`src/sv/dslr_pkg.sv`:
```
package dslr_pkg;

    localparam int COORD_BITS_DEF = 12;
    localparam int DEPTH_BITS_DEF = 16;

    localparam int ADDR_W    = 28;
    localparam int COLOR_W   = 8;
    localparam int CFG_IDX_W = 3;
    localparam int WIDTH_W   = 13;
    localparam int SCALE_W   = 4;
    localparam int PASS_W    = 7;

    localparam int PASS_PER_SCALE = 6;
    localparam int QUOT_BITS      = 8;
    localparam int DIV_CNT_W      = 4;
    localparam int MUL_CNT_W      = 3;

    localparam logic [WIDTH_W-1:0] IMAGE_WIDTH_RST = 13'd1024;
    localparam logic [SCALE_W-1:0] SCALE_RST       = 4'd1;
    localparam logic [COLOR_W-1:0] COLOR_MAX       = 8'd255;

    // configuration register indexes
    localparam logic [CFG_IDX_W-1:0] CFG_IMAGE_WIDTH     = 3'd0;
    localparam logic [CFG_IDX_W-1:0] CFG_DEPTH_MAX       = 3'd1;
    localparam logic [CFG_IDX_W-1:0] CFG_DEPTH_MIN       = 3'd2;
    localparam logic [CFG_IDX_W-1:0] CFG_GREEN_LEVEL     = 3'd3;
    localparam logic [CFG_IDX_W-1:0] CFG_THICK_ENABLE    = 3'd4;
    localparam logic [CFG_IDX_W-1:0] CFG_THICKNESS_SCALE = 3'd5;

    // operation codes
    localparam logic OP_LOAD = 1'b0;
    localparam logic OP_TICK = 1'b1;

    // multiplier issue slots
    localparam logic [MUL_CNT_W-1:0] MUL_SZ_MIN = 3'd0;
    localparam logic [MUL_CNT_W-1:0] MUL_MAX_SZ = 3'd1;
    localparam logic [MUL_CNT_W-1:0] MUL_DZ_T   = 3'd2;
    localparam logic [MUL_CNT_W-1:0] MUL_RANGE  = 3'd3;
    localparam logic [MUL_CNT_W-1:0] MUL_ROW    = 3'd4;
    localparam logic [MUL_CNT_W-1:0] MUL_DRAIN  = 3'd5;

    typedef enum logic [2:0] {
        ST_IDLE,
        ST_MUL,
        ST_PREP,
        ST_DIV,
        ST_WRITE
    } state_t;

endpackage

```
`src/sv/depth_shaded_line_raster.sv`:
```
// channel   | direction | handshake         | payload
// ----------+-----------+-------------------+-----------------------------------------------
// cfg       | in        | cfg_wr_en         | cfg_index, cfg_wr_data
// s_ (item) | in        | s_valid / s_ready | operation, start_x/y/z, end_x/y/z
// m_ (pixel)| out       | m_valid / m_ready | byte_address, red, green, blue, last_pixel
//
// a load transaction, and a tick on an idle or finished segment, are handled in the idle state
// a tick that draws a pixel runs from accept to result through the shared multiplier
// (5 products plus drain), sign/magnitude prep, 2 x 9 restoring steps on the shared
// divider (red, then blue), and the load of the output register
// reset is synchronous on aresetn: config returns to defaults, no segment is loaded
// a pixel waits in the write step while the output register is still held by m_ready
module depth_shaded_line_raster #(
    parameter int COORD_BITS = dslr_pkg::COORD_BITS_DEF,
    parameter int DEPTH_BITS = dslr_pkg::DEPTH_BITS_DEF
) (
    input  logic                                  aclk,
    input  logic                                  aresetn,

    input  logic                                  cfg_wr_en,
    input  logic [dslr_pkg::CFG_IDX_W-1:0]        cfg_index,
    input  logic [((DEPTH_BITS > dslr_pkg::WIDTH_W) ? DEPTH_BITS
                                                    : dslr_pkg::WIDTH_W)-1:0] cfg_wr_data,

    input  logic                                  s_valid,
    output logic                                  s_ready,
    input  logic                                  s_operation,
    input  logic [COORD_BITS-1:0]                 s_start_x,
    input  logic [COORD_BITS-1:0]                 s_start_y,
    input  logic signed [DEPTH_BITS-1:0]          s_start_z,
    input  logic [COORD_BITS-1:0]                 s_end_x,
    input  logic [COORD_BITS-1:0]                 s_end_y,
    input  logic signed [DEPTH_BITS-1:0]          s_end_z,

    output logic                                  m_valid,
    input  logic                                  m_ready,
    output logic [dslr_pkg::ADDR_W-1:0]           m_byte_address,
    output logic [dslr_pkg::COLOR_W-1:0]          m_red,
    output logic [dslr_pkg::COLOR_W-1:0]          m_green,
    output logic [dslr_pkg::COLOR_W-1:0]          m_blue,
    output logic                                  m_last_pixel
);

    import dslr_pkg::*;

    localparam int CW    = COORD_BITS;
    localparam int DW    = DEPTH_BITS;
    localparam int AW    = (DW > WIDTH_W) ? DW + 1 : WIDTH_W + 1;
    localparam int BW    = CW + 2;
    localparam int PW    = AW + BW;
    localparam int SUM_W = PW + 1;
    localparam int NUM_W = SUM_W + COLOR_W;
    localparam int DIV_W = NUM_W + QUOT_BITS;
    localparam int ERR_W = CW + 4;

    // configuration
    logic [WIDTH_W-1:0]   image_width_reg;
    logic signed [DW-1:0] depth_max_reg;
    logic signed [DW-1:0] depth_min_reg;
    logic [COLOR_W-1:0]   green_level_reg;
    logic                 thick_enable_reg;
    logic [SCALE_W-1:0]   thickness_scale_reg;

    // segment and stepping state
    state_t               state_reg, state_next;
    logic [CW-1:0]        sx_reg, sy_reg, ex_reg, ey_reg;
    logic signed [DW-1:0] sz_reg, ez_reg;
    logic [CW-1:0]        dx_reg, dy_reg;
    logic                 y_major_reg;
    logic                 active_reg;
    logic [PASS_W-1:0]    pass_index_reg;
    logic [CW-1:0]        cur_x_reg, cur_y_reg;
    logic signed [ERR_W-1:0] err_reg;

    // shared multiplier and accumulators
    logic [CW-1:0]           span_reg, t_reg;
    logic [MUL_CNT_W-1:0]    mul_cnt_reg;
    logic signed [AW-1:0]    mul_a;
    logic signed [BW-1:0]    mul_b;
    logic signed [PW-1:0]    prod_next, prod_reg;
    logic signed [SUM_W-1:0] r_acc_reg, b_acc_reg, den_acc_reg;
    logic [ADDR_W-1:0]       addr_sum, addr_reg;
    logic [CW:0]             row;

    // shared divider
    logic signed [NUM_W-1:0] num_r, num_b, den_ext;
    logic [NUM_W-1:0]        num_r_mag, num_b_mag, den_mag;
    logic [NUM_W-1:0]        num_b_mag_reg;
    logic [NUM_W-1:0]        den_mag_reg;
    logic                    r_force_reg, b_force_reg;
    logic [DIV_W-1:0]        rem_reg, dsh_reg, rem_sub;
    logic                    div_ge, div_done, div_force;
    logic [COLOR_W-1:0]      q_reg, q_step, div_byte, blue_byte;
    logic                    sat_reg;
    logic [DIV_CNT_W-1:0]    div_cnt_reg;
    logic                    div_sel_reg;
    logic [COLOR_W-1:0]      red_reg, blue_reg;

    // output register
    logic                 m_valid_reg;
    logic [ADDR_W-1:0]    m_byte_address_reg;
    logic [COLOR_W-1:0]   m_red_reg, m_green_reg, m_blue_reg;
    logic                 m_last_reg;

    // misc combinational
    logic                 s_accept, out_free;
    logic [PASS_W:0]      passes;
    logic                 pass_done, pass_last;
    logic signed [CW:0]   ld_dx, ld_dy;
    logic signed [ERR_W-1:0] ld_dx_e, ld_dy_e, ld_err;
    logic signed [ERR_W-1:0] rs_dx, rs_dy, rs_err;
    logic [CW-1:0]        tk_span, tk_t;
    logic                 adv, more;
    logic signed [ERR_W-1:0] err_n;
    logic signed [CW+1:0] cx, cy, nx, ny, ex_s, ey_s;

    assign s_accept = s_valid && s_ready;
    assign out_free = !m_valid_reg || m_ready;

    assign passes    = thick_enable_reg
                     ? (PASS_W+1)'(PASS_PER_SCALE * int'(thickness_scale_reg))
                     : (PASS_W+1)'(1);
    assign pass_done = {1'b0, pass_index_reg} >= passes;
    assign pass_last = ({1'b0, pass_index_reg} + (PASS_W+1)'(1)) >= passes;

    // load: spans and first decision value
    always_comb begin
        ld_dx   = $signed({1'b0, s_start_x}) - $signed({1'b0, s_end_x});
        ld_dy   = $signed({1'b0, s_end_y}) - $signed({1'b0, s_start_y});
        ld_dx_e = ERR_W'(ld_dx);
        ld_dy_e = ERR_W'(ld_dy);
        ld_err  = (ld_dy > ld_dx) ? (ld_dx_e <<< 1) - ld_dy_e : (ld_dy_e <<< 1) - ld_dx_e;
    end

    // restart of a pass from the stored spans
    always_comb begin
        rs_dx  = ERR_W'({1'b0, dx_reg});
        rs_dy  = ERR_W'({1'b0, dy_reg});
        rs_err = y_major_reg ? (rs_dx <<< 1) - rs_dy : (rs_dy <<< 1) - rs_dx;
    end

    // major span and distance walked, a single point counts as span one at distance zero
    always_comb begin
        tk_span = y_major_reg ? dy_reg : dx_reg;
        tk_t    = y_major_reg ? cur_y_reg - sy_reg : sx_reg - cur_x_reg;
        if (tk_span == '0) begin
            tk_span = CW'(1);
            tk_t    = '0;
        end
    end

    // multiplier operand select
    assign row = (CW+1)'(cur_y_reg) + (CW+1)'(pass_index_reg);

    always_comb begin
        case (mul_cnt_reg)
            MUL_SZ_MIN: begin
                mul_a = AW'(sz_reg) - AW'(depth_min_reg);
                mul_b = BW'(span_reg);
            end
            MUL_MAX_SZ: begin
                mul_a = AW'(depth_max_reg) - AW'(sz_reg);
                mul_b = BW'(span_reg);
            end
            MUL_DZ_T: begin
                mul_a = AW'(ez_reg) - AW'(sz_reg);
                mul_b = BW'(t_reg);
            end
            MUL_RANGE: begin
                mul_a = AW'(depth_max_reg) - AW'(depth_min_reg);
                mul_b = BW'(span_reg);
            end
            MUL_ROW: begin
                mul_a = AW'(image_width_reg);
                mul_b = BW'(row);
            end
            default: begin
                mul_a = '0;
                mul_b = '0;
            end
        endcase
        prod_next = mul_a * mul_b;
        addr_sum  = ADDR_W'(prod_reg) + ADDR_W'(cur_x_reg);
    end

    // numerators times 255, signs and magnitudes
    always_comb begin
        num_r     = (NUM_W'(r_acc_reg) <<< COLOR_W) - NUM_W'(r_acc_reg);
        num_b     = (NUM_W'(b_acc_reg) <<< COLOR_W) - NUM_W'(b_acc_reg);
        den_ext   = NUM_W'(den_acc_reg);
        num_r_mag = num_r[NUM_W-1] ? NUM_W'(-num_r) : NUM_W'(num_r);
        num_b_mag = num_b[NUM_W-1] ? NUM_W'(-num_b) : NUM_W'(num_b);
        den_mag   = den_ext[NUM_W-1] ? NUM_W'(-den_ext) : NUM_W'(den_ext);
    end

    // restoring divide step, first step only detects a quotient above 255
    always_comb begin
        div_ge    = rem_reg >= dsh_reg;
        rem_sub   = rem_reg - dsh_reg;
        q_step    = {q_reg[COLOR_W-2:0], div_ge};
        div_done  = div_cnt_reg == DIV_CNT_W'(QUOT_BITS);
        div_force = div_sel_reg ? b_force_reg : r_force_reg;
        div_byte  = div_force ? '0 : (sat_reg ? COLOR_MAX : q_step);
        blue_byte = (depth_max_reg == '0 && depth_min_reg == '0) ? COLOR_MAX : div_byte;
    end

    // bresenham advance
    always_comb begin
        adv  = !err_reg[ERR_W-1];
        cx   = (CW+2)'(cur_x_reg);
        cy   = (CW+2)'(cur_y_reg);
        ex_s = (CW+2)'(ex_reg);
        ey_s = (CW+2)'(ey_reg);
        if (y_major_reg) begin
            err_n = err_reg + (rs_dx <<< 1) - (adv ? (rs_dy <<< 1) : ERR_W'(0));
            nx    = cx - (adv ? (CW+2)'(1) : (CW+2)'(0));
            ny    = cy + (CW+2)'(1);
        end else begin
            err_n = err_reg + (rs_dy <<< 1) - (adv ? (rs_dx <<< 1) : ERR_W'(0));
            nx    = cx - (CW+2)'(1);
            ny    = cy + (adv ? (CW+2)'(1) : (CW+2)'(0));
        end
        more = (nx >= ex_s) && (ny <= ey_s);
    end

    // sequencer
    always_ff @(posedge aclk) begin
        if (!aresetn) begin
            state_reg <= ST_IDLE;
        end else begin
            state_reg <= state_next;
        end
    end

    always_comb begin
        state_next = state_reg;
        s_ready    = 1'b0;
        case (state_reg)
            ST_IDLE: begin
                s_ready = 1'b1;
                if (s_accept && s_operation == OP_TICK && active_reg && !pass_done) begin
                    state_next = ST_MUL;
                end
            end
            ST_MUL: begin
                if (mul_cnt_reg == MUL_DRAIN) begin
                    state_next = ST_PREP;
                end
            end
            ST_PREP: begin
                state_next = ST_DIV;
            end
            ST_DIV: begin
                if (div_done && div_sel_reg) begin
                    state_next = ST_WRITE;
                end
            end
            ST_WRITE: begin
                if (out_free) begin
                    state_next = ST_IDLE;
                end
            end
            default: begin
                state_next = ST_IDLE;
            end
        endcase
    end

    // control registers
    always_ff @(posedge aclk) begin
        if (!aresetn) begin
            image_width_reg     <= IMAGE_WIDTH_RST;
            depth_max_reg       <= '0;
            depth_min_reg       <= '0;
            green_level_reg     <= '0;
            thick_enable_reg    <= 1'b0;
            thickness_scale_reg <= SCALE_RST;
            active_reg          <= 1'b0;
            pass_index_reg      <= '0;
            mul_cnt_reg         <= '0;
            div_cnt_reg         <= '0;
            div_sel_reg         <= 1'b0;
            m_valid_reg         <= 1'b0;
        end else begin
            if (cfg_wr_en) begin
                case (cfg_index)
                    CFG_IMAGE_WIDTH:     image_width_reg     <= cfg_wr_data[WIDTH_W-1:0];
                    CFG_DEPTH_MAX:       depth_max_reg       <= cfg_wr_data[DW-1:0];
                    CFG_DEPTH_MIN:       depth_min_reg       <= cfg_wr_data[DW-1:0];
                    CFG_GREEN_LEVEL:     green_level_reg     <= cfg_wr_data[COLOR_W-1:0];
                    CFG_THICK_ENABLE:    thick_enable_reg    <= cfg_wr_data[0];
                    CFG_THICKNESS_SCALE: thickness_scale_reg <= cfg_wr_data[SCALE_W-1:0];
                    default: ;
                endcase
            end

            if (m_valid_reg && m_ready) begin
                m_valid_reg <= 1'b0;
            end

            case (state_reg)
                ST_IDLE: begin
                    mul_cnt_reg <= '0;
                    if (s_accept) begin
                        if (s_operation == OP_LOAD) begin
                            active_reg     <= !ld_dx[CW] && !ld_dy[CW];
                            pass_index_reg <= '0;
                        end else if (active_reg && pass_done) begin
                            active_reg <= 1'b0;
                        end
                    end
                end
                ST_MUL: begin
                    mul_cnt_reg <= mul_cnt_reg + MUL_CNT_W'(1);
                end
                ST_PREP: begin
                    div_cnt_reg <= '0;
                    div_sel_reg <= 1'b0;
                end
                ST_DIV: begin
                    if (div_done) begin
                        div_cnt_reg <= '0;
                        div_sel_reg <= 1'b1;
                    end else begin
                        div_cnt_reg <= div_cnt_reg + DIV_CNT_W'(1);
                    end
                end
                ST_WRITE: begin
                    if (out_free) begin
                        m_valid_reg <= 1'b1;
                        if (!more) begin
                            if (pass_last) begin
                                active_reg <= 1'b0;
                            end else begin
                                pass_index_reg <= pass_index_reg + PASS_W'(1);
                            end
                        end
                    end
                end
                default: ;
            endcase
        end
    end

    // datapath registers
    always_ff @(posedge aclk) begin
        case (state_reg)
            ST_IDLE: begin
                if (s_accept && s_operation == OP_LOAD) begin
                    sx_reg      <= s_start_x;
                    sy_reg      <= s_start_y;
                    sz_reg      <= s_start_z;
                    ex_reg      <= s_end_x;
                    ey_reg      <= s_end_y;
                    ez_reg      <= s_end_z;
                    dx_reg      <= ld_dx[CW-1:0];
                    dy_reg      <= ld_dy[CW-1:0];
                    y_major_reg <= ld_dy > ld_dx;
                    cur_x_reg   <= s_start_x;
                    cur_y_reg   <= s_start_y;
                    err_reg     <= ld_err;
                end
                span_reg <= tk_span;
                t_reg    <= tk_t;
            end
            ST_MUL: begin
                prod_reg <= prod_next;
                // each slot takes the registered product of the slot before it
                case (mul_cnt_reg)
                    MUL_MAX_SZ: r_acc_reg <= SUM_W'(prod_reg);
                    MUL_DZ_T:   b_acc_reg <= SUM_W'(prod_reg);
                    MUL_RANGE: begin
                        r_acc_reg <= r_acc_reg + SUM_W'(prod_reg);
                        b_acc_reg <= b_acc_reg - SUM_W'(prod_reg);
                    end
                    MUL_ROW:    den_acc_reg <= SUM_W'(prod_reg);
                    MUL_DRAIN:  addr_reg <= {addr_sum[ADDR_W-3:0], 2'b00};
                    default: ;
                endcase
            end
            ST_PREP: begin
                num_b_mag_reg <= num_b_mag;
                den_mag_reg   <= den_mag;
                // opposite signs truncate to zero or below, zero divisor gives zero
                r_force_reg   <= (den_acc_reg == '0) || (num_r[NUM_W-1] != den_ext[NUM_W-1]);
                b_force_reg   <= (den_acc_reg == '0) || (num_b[NUM_W-1] != den_ext[NUM_W-1]);
                rem_reg       <= DIV_W'(num_r_mag);
                dsh_reg       <= {den_mag, {QUOT_BITS{1'b0}}};
                q_reg         <= '0;
                sat_reg       <= 1'b0;
            end
            ST_DIV: begin
                if (div_done) begin
                    if (div_sel_reg) begin
                        blue_reg <= blue_byte;
                    end else begin
                        red_reg <= div_byte;
                        rem_reg <= DIV_W'(num_b_mag_reg);
                        dsh_reg <= {den_mag_reg, {QUOT_BITS{1'b0}}};
                        q_reg   <= '0;
                        sat_reg <= 1'b0;
                    end
                end else begin
                    if (div_cnt_reg == '0) begin
                        sat_reg <= div_ge;
                    end else begin
                        q_reg <= q_step;
                        if (div_ge) begin
                            rem_reg <= rem_sub;
                        end
                    end
                    dsh_reg <= dsh_reg >> 1;
                end
            end
            ST_WRITE: begin
                if (out_free) begin
                    m_byte_address_reg <= addr_reg;
                    m_red_reg          <= red_reg;
                    m_green_reg        <= green_level_reg;
                    m_blue_reg         <= blue_reg;
                    m_last_reg         <= !more && pass_last;
                    if (more) begin
                        cur_x_reg <= nx[CW-1:0];
                        cur_y_reg <= ny[CW-1:0];
                        err_reg   <= err_n;
                    end else if (!pass_last) begin
                        cur_x_reg <= sx_reg;
                        cur_y_reg <= sy_reg;
                        err_reg   <= rs_err;
                    end
                end
            end
            default: ;
        endcase
    end

    assign m_valid        = m_valid_reg;
    assign m_byte_address = m_byte_address_reg;
    assign m_red          = m_red_reg;
    assign m_green        = m_green_reg;
    assign m_blue         = m_blue_reg;
    assign m_last_pixel   = m_last_reg;

    a_load_stays_idle: assert property (@(posedge aclk) disable iff (!aresetn)
        s_valid && s_ready && s_operation == OP_LOAD |=> state_reg == ST_IDLE)
        else $error("load transaction started a pixel computation");

    a_write_fills_output: assert property (@(posedge aclk) disable iff (!aresetn)
        state_reg == ST_WRITE && (!m_valid_reg || m_ready) |=> m_valid_reg)
        else $error("finished pixel did not reach the output register");

    a_div_count_bound: assert property (@(posedge aclk) disable iff (!aresetn)
        state_reg == ST_DIV |-> div_cnt_reg <= DIV_CNT_W'(QUOT_BITS))
        else $error("divider step count ran past the quotient width");

endmodule
```
`config.mk`:
```
export PLATFORM = sky130hd
export DESIGN_NAME = depth_shaded_line_raster
export DESIGN_NICKNAME = d
export VERILOG_FILES = /design/src/sv/dslr_pkg.sv /design/src/sv/depth_shaded_line_raster.sv
export SDC_FILE = /design/constraint.sdc
export NUM_CORES = 2
export LEC_CHECK = 0
export ABC_AREA = 1
export BUFFER_PORTS_ARGS = -buffer_cell sky130_fd_sc_hd__buf_4
export CELL_PAD_IN_SITES_DETAIL_PLACEMENT = 1
export CELL_PAD_IN_SITES_GLOBAL_PLACEMENT = 1
export CORE_ASPECT_RATIO = 0.9
export CORE_UTILIZATION = 49
export DETAILED_ROUTE_END_ITERATION = 10
export PLACE_DENSITY_LB_ADDON = 0.1
export SYNTH_ARGS = -nofsm -noshare
export SYNTH_HDL_FRONTEND = slang
export SYNTH_SLANG_ARGS = --single-unit
```
`constraint.sdc`:
```
create_clock -name aclk -period 13.7 [get_ports aclk]
set_clock_uncertainty 0.1 [all_clocks]
set_input_delay 2.74 -clock aclk [delete_from_list [all_inputs] [get_ports aclk]]
set_output_delay 2.74 -clock aclk [all_outputs]
set_load 0.01 [all_outputs]
```
==> impl_metrics.ini <==
[route]
via_per_inst = 5.75
antenna_left = 0
vias = 55400
drc = 6
post_drt_wl_per_cell_um = 22.4
drt-initial-drc-count = 4028
drt-total-wl_um = 216000
drt-pass1-iter-count = 10

[run_status]
failed_checks = design-rule violations
status = complete, but fails checks

[layout]
drive_gt1_frac = 0.0618
fin_nets = 8852
syn2layout_area_growth_pct = 9.53

[worst_setup_path]
ff2ff_setup_slack_ns = 3.89
crit_slowest_cell = fa_1
crit_start = mul_cnt_reg[0]
crit_fanout = 81
rr_worst_depth = 39
cpPeakStageDelay_ns = 0.88
worstPathRequired_ns = 14.03
path_common_cell = inv_1
crit_end = prod_reg[30]
endpoint_kind = flip-flop
path_class = flip-flop to flip-flop
rr_startpoint = mul_cnt_reg[0]
crit_arrival_ns = 10.14
reg2reg_to = prod_reg[30]
start_kind = flip-flop

[global_route]
grt_remaining_overflow = 0
grt_pass1_vias = 57300
track_usage = 0.348
grt_first_pass_wirelength_um = 332000
antenna_found_initial = 6
grt_max_degree = 82

[clock_tree]
cts-buffers-inserted = 77
cts_setup_buffers = 0
hold_buffers = 0
htree_levels = 3
cts_sinks = 651
cts-resized-gates = 0
ctsRootBufferMaster = clkbuf_16
clkTransAtPathRegs_ns = 0.06
cts_buffer_depth = 3
insertion_delay_ns = 0.73
cts_tree = built

[sta]
finalSetupTns_ns = 0
slew_headroom = 0.101
rsz0062_at_grt = false
whs_ns = 0.318
hold_viol = 0
worstMarginPinSlew_ns = 1.33
timing.final.crit_share = 0.716
setup_viol = 0
fin_crit_ns = 9.81
fmaxAchievable_mhz = 102
maxSlewViolCount = 0

[floorplanning]
io_pins = 160
core_area_um2 = 121000
die_width_um = 370
initial_core_util = 0.494
design.die.area_um2 = 123000
rows = 121
die_h_um = 333

[placement]
gp_congestion = 0.958
hpwl_um = 174000
port_buffers = 157

[synth]
synth_commonest_cells = nand2_1 (1675), inv_1 (1430), nor2_1 (698)
syn_area_um2 = 59600
synth_cell_types = 74
yosysWarnings = 0
synth-edff-count = 573
postSynthCellCount = 7818
async_flop_share = 0
ys_seq_area_frac = 0.315
synth_seq_cells = 651
yosysMostFrequentCell = nand2_1
synth_top_area_share = 0.288
synth.avg_cell_area_um2 = 7.63
synth_flop_cell = edfxtp_1
synthTopCellsByArea = edfxtp_1 (29%), ha_1 (11%), nand2_1 (11%)
synth_top_area_cell = edfxtp_1

[flow_run]
drv_cap = 0

[worst_hold_path]
hold_class = flip-flop to flip-flop
whs_path_depth = 0

[pwr]
finalPower_mw = 18.6
power_density_nw_per_um2 = 285
leakage_nw = 31.2
peakVddDrop_mv = 0.722
-- worst min-delay path by stage --
stage	from	to	slack (ns)
4_1_cts	addr_reg[23]	m_byte_address[23]	0.32
6_report	addr_reg[23]	m_byte_address[23]	0.32
3_3_place_gp	blue_reg[3]	m_blue[3]	0.30
5_1_grt	blue_reg[0]	m_blue[0]	0.33
2_1_floorplan	blue_reg[0]	m_blue[0]	0.30
3_5_place_dp	addr_reg[23]	m_byte_address[23]	0.31
-- kinds of logic (layout without fill, tap and decap cells) --
| family | Yosys count | in the layout | share of synthesized area |
|---|---|---|---|
| compound gates | 1515 | 1515 | 0.141 |
| xor+xnor | 233 | 233 | 0.0342 |
| fa+ha+maj | 761 | 761 | 0.192 |
| buf+inv | 1587 | 1804 | 0.101 |
| flops | 651 | 651 | 0.315 |
| mux | 2 | 2 | 0.000336 |
| other cells | 1 | 12 | 0.0000629 |
| simple gates | 3068 | 3068 | 0.217 |
-- layout make-up --
| type | count | area (um2) |
|---|---|---|
| Antenna cell | 1 | 2.50 |
| Timing Repair Buffer | 207 | 1550 |
| Tap cell | 1599 | 2000 |
| Inverter | 1459 | 5480 |
| Multi-Input combinational cell | 5590 | 35000 |
| Clock buffer | 96 | 2090 |
| Fill cell | 15200 | 55500 |
| Clock inverter | 42 | 414 |
| Sequential cell | 651 | 18800 |
-- where the power goes --
part | total, mW | switching, mW | internal, mW
clock network | 2.10 | 0.930 | 1.17
registers | 2.96 | 0.0538 | 2.90
logic | 13.5 | 8.56 | 4.98
total | 18.6 | 9.55 | 9.05
-- metal layers --
layer / GRT usage / share of wire / vias to the layer above
met5: 0 / 0.000060 / -
met4: 0.112 / 0.034 / 2
met2: 0.578 / 0.47 / 1579
met3: 0.0473 / 0.058 / 360
li1: - / - / 26000
met1: 0.467 / 0.44 / 27500
-- cell usage in the layout, fill, tap and decap left out, types with 110 or more instances in the layout --
cell	n
a21oi_1	623
buf_4	207
edfxtp_1	573
fa_1	256
ha_1	504
inv_1	1429
nand2_1	1674
nand3_1	328
nand4_1	110
nor2_1	687
o21ai_0	541
xor2_1	174
-- through the flow --
step / area, um2 / instances / utilization / setup WS, ns
global placement: 62800 / 9506 / 0.520 / 4.22
finish: 65300 / 9645 / 0.541 / 3.89
floorplan: 59700 / 7828 / - / 2.90
CTS: 65300 / 9644 / 0.541 / 3.83
detailed placement: 62800 / 9506 / 0.520 / 3.89
global route: 65300 / 9644 / 0.541 / 3.13
-- critical path: cells and delay by family, from the launching register on --
| family | cells | cell delay (ns) |
|---|---|---|
| adders and majority gates | 11 | 4.73 |
| and+or+nand+nor | 10 | 1.25 |
| AOI/OAI and AO/OA | 6 | 1.13 |
| buffers and inverters | 12 | 1.82 |
| DFF | 1 | 0.42 |
No activity file was read; power rests on OpenSTA's default activity.
